--- src/design/mselg_pkg.sv ---
package mselg_pkg;

   localparam int BATCH_W    = 16;
   localparam int SUM_W      = 48;
   localparam int GRAD_W     = 18;
   localparam int RSP_DATA_W = ((GRAD_W + SUM_W + 7) / 8) * 8;

   localparam int GRAD_POS_LIMIT = 131071;
   localparam int GRAD_NEG_LIMIT = 131072;

   localparam logic [SUM_W-1:0]  SUM_MAX  = '1;
   localparam logic [GRAD_W-1:0] GRAD_MAX = 18'h1FFFF;
   localparam logic [GRAD_W-1:0] GRAD_MIN = 18'h20000;

   typedef struct packed {
      logic busy;
      logic done;
   } div_status_type;

endpackage

--- src/design/mean_squared_error_loss_grad_unit.sv ---
// an accepted item is squared, added to the sum and divided for the gradient, then goes to the output register
// a last item also waits for the loss division of the sum before it goes to the output register
// a new item is taken only once the previous result is written out, which waits while the output register is full
// the radix-2 divider takes one quotient bit per cycle, first for the gradient
// and then, for a last item, for the loss; one item is in work at a time, a result waits in the output register
// synchronous active-high reset clears the sum, the sequencer and sets batch_size to 1
module mean_squared_error_loss_grad_unit
   import mselg_pkg::*;
#(
   parameter int SAMPLE_BITS = 16
) (
   input  logic                                  clock,
   input  logic                                  reset,
   input  logic                                  csr_wr_en,
   input  logic [BATCH_W-1:0]                    csr_wr_data,
   input  logic                                  req_tvalid,
   output logic                                  req_tready,
   // prediction, target
   input  logic [((2*SAMPLE_BITS+7)/8)*8-1:0]    req_tdata,
   input  logic                                  req_tlast,
   output logic                                  rsp_tvalid,
   input  logic                                  rsp_tready,
   // gradient, loss
   output logic [RSP_DATA_W-1:0]                 rsp_tdata,
   // loss_valid
   output logic                                  rsp_tuser
);

   localparam int DIFF_W   = SAMPLE_BITS + 1;
   localparam int SQ_W     = 2 * DIFF_W;
   localparam int GDIV_W   = DIFF_W + 1;
   localparam int DIV_W    = (SUM_W > GDIV_W) ? SUM_W : GDIV_W;
   localparam int STEP_W   = $clog2(DIV_W + 1);
   localparam int ACC_W    = ((SQ_W > SUM_W) ? SQ_W : SUM_W) + 1;

   typedef enum logic [2:0] {
      IDLE,
      SQUARE,
      ACCUM,
      GRAD_WAIT,
      LOSS_WAIT,
      DONE
   } state_type;

   state_type                state_ff, state_in;
   logic [BATCH_W-1:0]       batch_ff, batch_in;
   logic [SUM_W-1:0]         sum_ff, sum_in;
   logic signed [DIFF_W-1:0] diff_ff, diff_in;
   logic                     last_ff, last_in;
   logic [SQ_W-1:0]          sq_ff, sq_in;
   logic [GRAD_W-1:0]        grad_ff, grad_in;
   logic [SUM_W-1:0]         loss_ff, loss_in;
   logic                     rsp_valid_ff, rsp_valid_in;
   logic [RSP_DATA_W-1:0]    rsp_data_ff, rsp_data_in;
   logic                     rsp_user_ff, rsp_user_in;

   logic [DIFF_W-1:0]        mag;
   logic [ACC_W-1:0]         sum_ext;
   logic [GRAD_W-1:0]        grad_val;
   logic [BATCH_W-1:0]       denom;
   logic                     div_start;
   logic [STEP_W-1:0]        div_steps;
   logic [DIV_W-1:0]         div_dividend;
   logic [DIV_W-1:0]         div_quotient;
   div_status_type           div_status;
   logic                     req_xfer;

   assign req_xfer = req_tvalid && req_tready;
   assign denom    = (batch_ff == '0) ? BATCH_W'(1) : batch_ff;
   assign mag      = diff_ff[DIFF_W-1] ? DIFF_W'(-diff_ff) : DIFF_W'(diff_ff);
   assign sum_ext  = ACC_W'(sum_ff) + ACC_W'(sq_ff);

   always_comb begin
      if (diff_ff[DIFF_W-1]) begin
         if (div_quotient > DIV_W'(GRAD_NEG_LIMIT)) begin
            grad_val = GRAD_MIN;
         end else begin
            grad_val = GRAD_W'(DIV_W'(0) - div_quotient);
         end
      end else begin
         if (div_quotient > DIV_W'(GRAD_POS_LIMIT)) begin
            grad_val = GRAD_MAX;
         end else begin
            grad_val = GRAD_W'(div_quotient);
         end
      end
   end

   always_comb begin
      div_start    = 1'b0;
      div_steps    = STEP_W'(GDIV_W);
      div_dividend = DIV_W'({mag, 1'b0}) << (DIV_W - GDIV_W);
      if (state_ff == GRAD_WAIT) begin
         div_steps    = STEP_W'(SUM_W);
         div_dividend = DIV_W'(sum_ff) << (DIV_W - SUM_W);
      end
      if (state_ff == SQUARE) begin
         div_start = 1'b1;
      end else if (state_ff == GRAD_WAIT && div_status.done && last_ff) begin
         div_start = 1'b1;
      end
   end

   always_comb begin
      state_in     = state_ff;
      batch_in     = csr_wr_en ? csr_wr_data : batch_ff;
      sum_in       = sum_ff;
      diff_in      = diff_ff;
      last_in      = last_ff;
      sq_in        = sq_ff;
      grad_in      = grad_ff;
      loss_in      = loss_ff;
      rsp_valid_in = rsp_valid_ff && !rsp_tready;
      rsp_data_in  = rsp_data_ff;
      rsp_user_in  = rsp_user_ff;
      unique case (state_ff)
         IDLE: begin
            if (req_xfer) begin
               diff_in  = $signed({req_tdata[SAMPLE_BITS-1], req_tdata[SAMPLE_BITS-1:0]})
                        - $signed({req_tdata[2*SAMPLE_BITS-1],
                                   req_tdata[2*SAMPLE_BITS-1:SAMPLE_BITS]});
               last_in  = req_tlast;
               state_in = SQUARE;
            end
         end
         SQUARE: begin
            sq_in    = SQ_W'(mag * mag);
            state_in = ACCUM;
         end
         ACCUM: begin
            // saturating add of the square
            sum_in   = (sum_ext > ACC_W'(SUM_MAX)) ? SUM_MAX : sum_ext[SUM_W-1:0];
            state_in = GRAD_WAIT;
         end
         GRAD_WAIT: begin
            if (div_status.done) begin
               grad_in = grad_val;
               loss_in = '0;
               if (last_ff) begin
                  sum_in   = '0;
                  state_in = LOSS_WAIT;
               end else begin
                  state_in = DONE;
               end
            end
         end
         LOSS_WAIT: begin
            if (div_status.done) begin
               loss_in  = div_quotient[SUM_W-1:0];
               state_in = DONE;
            end
         end
         DONE: begin
            if (!rsp_valid_ff || rsp_tready) begin
               rsp_valid_in = 1'b1;
               rsp_data_in  = RSP_DATA_W'({loss_ff, grad_ff});
               rsp_user_in  = last_ff;
               state_in     = IDLE;
            end
         end
         default: begin
            state_in = IDLE;
         end
      endcase
   end

   always_ff @(posedge clock) begin
      if (reset) begin
         state_ff     <= IDLE;
         batch_ff     <= BATCH_W'(1);
         sum_ff       <= '0;
         rsp_valid_ff <= 1'b0;
      end else begin
         state_ff     <= state_in;
         batch_ff     <= batch_in;
         sum_ff       <= sum_in;
         rsp_valid_ff <= rsp_valid_in;
      end
      diff_ff     <= diff_in;
      last_ff     <= last_in;
      sq_ff       <= sq_in;
      grad_ff     <= grad_in;
      loss_ff     <= loss_in;
      rsp_data_ff <= rsp_data_in;
      rsp_user_ff <= rsp_user_in;
   end

   mselg_divider #(
      .DIV_W (DIV_W),
      .DEN_W (BATCH_W)
   ) u_divider (
      .clock    (clock),
      .reset    (reset),
      .start    (div_start),
      .steps    (div_steps),
      .dividend (div_dividend),
      .denom    (denom),
      .status   (div_status),
      .quotient (div_quotient)
   );

   assign req_tready = (state_ff == IDLE);
   assign rsp_tvalid = rsp_valid_ff;
   assign rsp_tdata  = rsp_data_ff;
   assign rsp_tuser  = rsp_user_ff;

   a_no_restart: assert property (@(posedge clock) disable iff (reset)
      div_start |-> !div_status.busy)
      else $error("divider started while busy");

   a_busy_after_accept: assert property (@(posedge clock) disable iff (reset)
      req_xfer |=> !req_tready)
      else $error("input taken while an item is in work");

   a_loss_only_last: assert property (@(posedge clock) disable iff (reset)
      state_ff == LOSS_WAIT |-> last_ff)
      else $error("loss division on an item not marked last");

   a_zero_loss: assert property (@(posedge clock) disable iff (reset)
      rsp_tvalid && !rsp_tuser |-> rsp_tdata[GRAD_W+SUM_W-1:GRAD_W] == '0)
      else $error("nonzero loss on an item not marked last");

   a_sum_cleared: assert property (@(posedge clock) disable iff (reset)
      state_ff == LOSS_WAIT |-> sum_ff == '0)
      else $error("sum not cleared after the last item");

endmodule

--- src/design/mselg_divider.sv ---
module mselg_divider
   import mselg_pkg::*;
#(
   parameter int DIV_W  = 48,
   parameter int DEN_W  = 16,
   parameter int STEP_W = $clog2(DIV_W + 1)
) (
   input  logic              clock,
   input  logic              reset,
   input  logic              start,
   input  logic [STEP_W-1:0] steps,
   input  logic [DIV_W-1:0]  dividend,
   input  logic [DEN_W-1:0]  denom,
   output div_status_type    status,
   output logic [DIV_W-1:0]  quotient
);

   logic [STEP_W-1:0] count_ff, count_in;
   logic [DIV_W-1:0]  quo_ff, quo_in;
   logic [DEN_W-1:0]  rem_ff, rem_in;
   logic [DEN_W-1:0]  den_ff, den_in;
   logic              done_ff, done_in;
   logic [DEN_W:0]    rem_shift;
   logic [DEN_W:0]    rem_diff;

   always_comb begin
      rem_shift = {rem_ff, quo_ff[DIV_W-1]};
      rem_diff  = rem_shift - {1'b0, den_ff};
      count_in  = count_ff;
      quo_in    = quo_ff;
      rem_in    = rem_ff;
      den_in    = den_ff;
      done_in   = 1'b0;
      if (start) begin
         count_in = steps;
         quo_in   = dividend;
         rem_in   = '0;
         den_in   = denom;
      end else if (count_ff != '0) begin
         // one restoring step per cycle
         count_in = count_ff - STEP_W'(1);
         done_in  = (count_ff == STEP_W'(1));
         if (!rem_diff[DEN_W]) begin
            rem_in = rem_diff[DEN_W-1:0];
            quo_in = {quo_ff[DIV_W-2:0], 1'b1};
         end else begin
            rem_in = rem_shift[DEN_W-1:0];
            quo_in = {quo_ff[DIV_W-2:0], 1'b0};
         end
      end
   end

   always_ff @(posedge clock) begin
      if (reset) begin
         count_ff <= '0;
         done_ff  <= 1'b0;
      end else begin
         count_ff <= count_in;
         done_ff  <= done_in;
      end
      quo_ff <= quo_in;
      rem_ff <= rem_in;
      den_ff <= den_in;
   end

   assign status.busy = (count_ff != '0);
   assign status.done = done_ff;
   assign quotient    = quo_ff;

endmodule

--- config.mk ---
export PLATFORM = sky130hd
export DESIGN_NAME = mean_squared_error_loss_grad_unit
export DESIGN_NICKNAME = d
export VERILOG_FILES = /design/src/design/mselg_pkg.sv /design/src/design/mean_squared_error_loss_grad_unit.sv /design/src/design/mselg_divider.sv
export SDC_FILE = /design/constraint.sdc
export NUM_CORES = 1
export LEC_CHECK = 0
export BUFFER_PORTS_ARGS = -buffer_cell sky130_fd_sc_hd__buf_4
export CAP_MARGIN = 20
export CORE_ASPECT_RATIO = 0.7
export CORE_UTILIZATION = 40
export CTS_CLUSTER_DIAMETER = 200
export CTS_CLUSTER_SIZE = 10
export DETAILED_ROUTE_END_ITERATION = 8
export PLACE_DENSITY_LB_ADDON = 0.25
export SLEW_MARGIN = 20
export SYNTH_ARGS = -nofsm -noshare
export SYNTH_HDL_FRONTEND = slang
export SYNTH_SLANG_ARGS = --single-unit
--- constraint.sdc ---
create_clock -name clock -period 9.1 [get_ports clock]
set_clock_uncertainty 0.05 [all_clocks]
set_input_delay 0.455 -clock clock [delete_from_list [all_inputs] [get_ports clock]]
set_output_delay 0.455 -clock clock [all_outputs]
set_load 0.05 [all_outputs]
==> run_results.csv <==
group,metric,value,unit
sta,period_share,95.5,%
yosys,netlist_area,24800,um^2
setup_path,critical_path_class,"register to register",
drt,drt-initial-drc-count,1484,
yosys,synth_common_cells,"inv_1 (342), edfxtp_1 (248), nand2_1 (213), fa_1 (195), ha_1 (178)",
grt,grt_max_degree,82,
grt,grt.overflow.total,0,
worst_hold_path,holdCritPathClass,"input port to register",
grt,grt_pass1_wl,98.0,mm
floorplan,rows,75,
grt,grt_pass1_vias,17600,
sta,tns,0,ns
sta,setup_viol,0,
drt,drc,0,
floorplan,dieArea,63000,um^2
layout,num-nets-final,2992,
layout,multiInputGateArea,13900,um^2
drt,via_per_inst,5.31,
cts,post-cts-setup-buffer-count,0,
cts,clk_path_buf_depth,3,
yosys,ys_seq_elements,339,
drt,dr.pass1.iters,6,
sta,finalHoldViolCount,0,
cts,cts_tree,"done",
setup_path,cp_max_fo,10,
yosys,yosys.area.top_type,"edfxtp_1",
floorplan,io_pins,129,
yosys,synth_cell_types,84,
cts,cts_root_buf,"clkbuf_16",
placement,place_ws,0.463,ns
cts,path_clk_slew,0.06,ns
yosys,synthCells,2452,
setup_path,crit_path_end_kind,"register",
cts,numCtsBuffers,39,
outcome,status,"finished, final reports clean",
yosys,synth-edff-count,248,
yosys,syn_area_per_cell,10.1,um^2
drt,wl_per_cell,18.3,um
cts,cts_resized,0,
setup_path,critical_path_arrival,8.91,ns
yosys,synth-seq-area-share,37.4,%
placement,post-dp-hpwl,48.3,mm
cts,cts_hold_buffers,0,
sta,finalMaxSlewViolations,0,
floorplan,fp.dieW,300,um
layout,fillCellCount,5774,
yosys,synth.most_common_cell,"inv_1",
grt,grtUsageTotal,19.7,%
yosys,synth_top_area_share,30.0,%
layout,syn_to_final_growth,12.1,%
sta,tightest_slew,1.15,ns
floorplan,initial_core_util,40.9,%
setup_path,start_kind,"register",
floorplan,core-area,60600,um^2
grt,antenna_found_initial,1,
drt,drt_wl_total,62.0,mm
sta,layout_min_cycle_time,8.69,ns
drt,postRouteAntennaNets,0,
layout,diodes,0,
layout,area.sequential,9270,um^2
cts,cts.sinks,339,
placement,gp_congestion,0.916,
yosys,synth_warnings,0,
yosys,synth_flop_cell,"edfxtp_1",
sta,fin_ws,0.414,ns
layout,drive_gt1_share,9.90,%
sta,fmax,115,MHz
sta,slew_headroom,22.6,%
setup_path,critPathRequiredTime,9.32,ns
cts,clk_latency,0.55,ns
sta,rsz0062_at_grt,"false",
floorplan,die_h,210,um
yosys,async_flop_share,0,%
drt,via_count,18000,
placement,numPortBuffers,122,
cts,htreeDepth,2,
job,cap_violations,0,
yosys,synth_area_leaders,"edfxtp_1 (30%), fa_1 (16%), ha_1 (9.0%), dfxtp_1 (7.3%), inv_1 (5.2%)",
[per-layer routing]
layer | global-route usage, % | up-vias | share of wire [%]
met1 | 30.8 | 8788 | 50
met3 | 3.48 | 69 | 7.2
met4 | 3.04 | 2 | 1.3
met2 | 28.6 | 542 | 42
met5 | 0 | - | 0.019
li1 | - | 8628 | -
[logic make-up (layout without fill, tap and decap cells)]
| kind of cell | after synthesis | in the layout | share of synthesized area (%) |
|---|---|---|---|
| buf+inv | 458 | 576 | 7.09 |
| other cells | 2 | 18 | 0.0303 |
| simple gates | 642 | 642 | 12.4 |
| fa+ha+maj | 373 | 373 | 24.7 |
| xor+xnor | 110 | 110 | 3.88 |
| flops | 339 | 339 | 37.4 |
| mux | 34 | 34 | 1.37 |
| compound gates | 494 | 494 | 13.1 |
[sequential cells by signal (all words and copies together), names as in the netlist, 17 cells and up]
signal and count:
diff_ff 17, grad_ff 18, loss_ff 48, rsp_tdata 66, sq_ff 33, sum_ff 48
u_divider.quotient 48
[critical path, cell delays in order (launching register included)]
cell      delay, ns
edfxtp_1       0.44
nor4_1         0.45
nand2b_1       0.18
o41ai_1        0.42
xnor2_1        0.55
inv_1          0.14
buf_4          0.26
nor2_1         0.22
inv_1          0.09
fa_1           0.55
inv_1          0.07
fa_1           0.54
fa_1           0.45
fa_1           0.53
fa_1           0.55
inv_1          0.06
fa_1           0.57
inv_1          0.05
ha_1           0.36
and3_1         0.22
nor2b_1        0.39
nand2_1        0.09
o21ai_0        0.27
o21ai_0        0.21
a21boi_0       0.38
o21a_1         0.19
o211ai_1       0.11
[final timing paths]
| kind | startpoint | cells after the start | slack, ns | end |
|---|---|---|---|---|
| max | diff_ff[6]$_DFFE_PP_ | 26 | 0.41 | sq_ff[30]$_DFFE_PP_ |
| min | req_tlast | 1 | 0.06 | last_ff$_DFFE_PP_ |
| max reg2reg | diff_ff[6]$_DFFE_PP_ | 26 | 0.41 | sq_ff[30]$_DFFE_PP_ |
| min reg2reg | loss_ff[37]$_SDFFCE_PN0P_ | 0 | 0.36 | rsp_tdata[55]$_DFFE_PP_ |
[metrics by stage]
step	utilization (%)	hold WS (ns)	cell area (um^2)	std cells
2_1_floorplan	-	0.350	24900	2468
3_3_place_gp	44.0	0.353	26700	3328
3_5_place_dp	44.0	0.355	26700	3330
4_1_cts	45.9	0.0413	27800	3392
5_1_grt	45.9	0.0390	27800	3394
6_report	45.9	0.0612	27800	3394
[cell usage in the layout (no fill, tap or decap), types with 61 or more instances in the layout]
master / synthesis / final
dfxtp_1: 91 / 91
buf_4: 6 / 162
edfxtp_1: 248 / 248
o21ai_0: 112 / 112
ha_1: 178 / 178
nand2_1: 213 / 213
and3_1: 61 / 61
xnor2_1: 75 / 74
fa_1: 195 / 195
a21oi_1: 138 / 138
inv_1: 342 / 341
nor2_1: 160 / 157
[cell type report]
type	count	area share [%]
Sequential cell	339	33.3
Clock inverter	2	0.0899
Inverter	348	4.70
Multi-Input combinational cell	1671	49.9
Clock buffer	60	3.87
Tap cell	808	3.63
Timing Repair Buffer	166	4.51
Power is left out: the tool's default activity adds up to more than one toggle a clock period on the data nets, which glitch-free logic cannot reach.
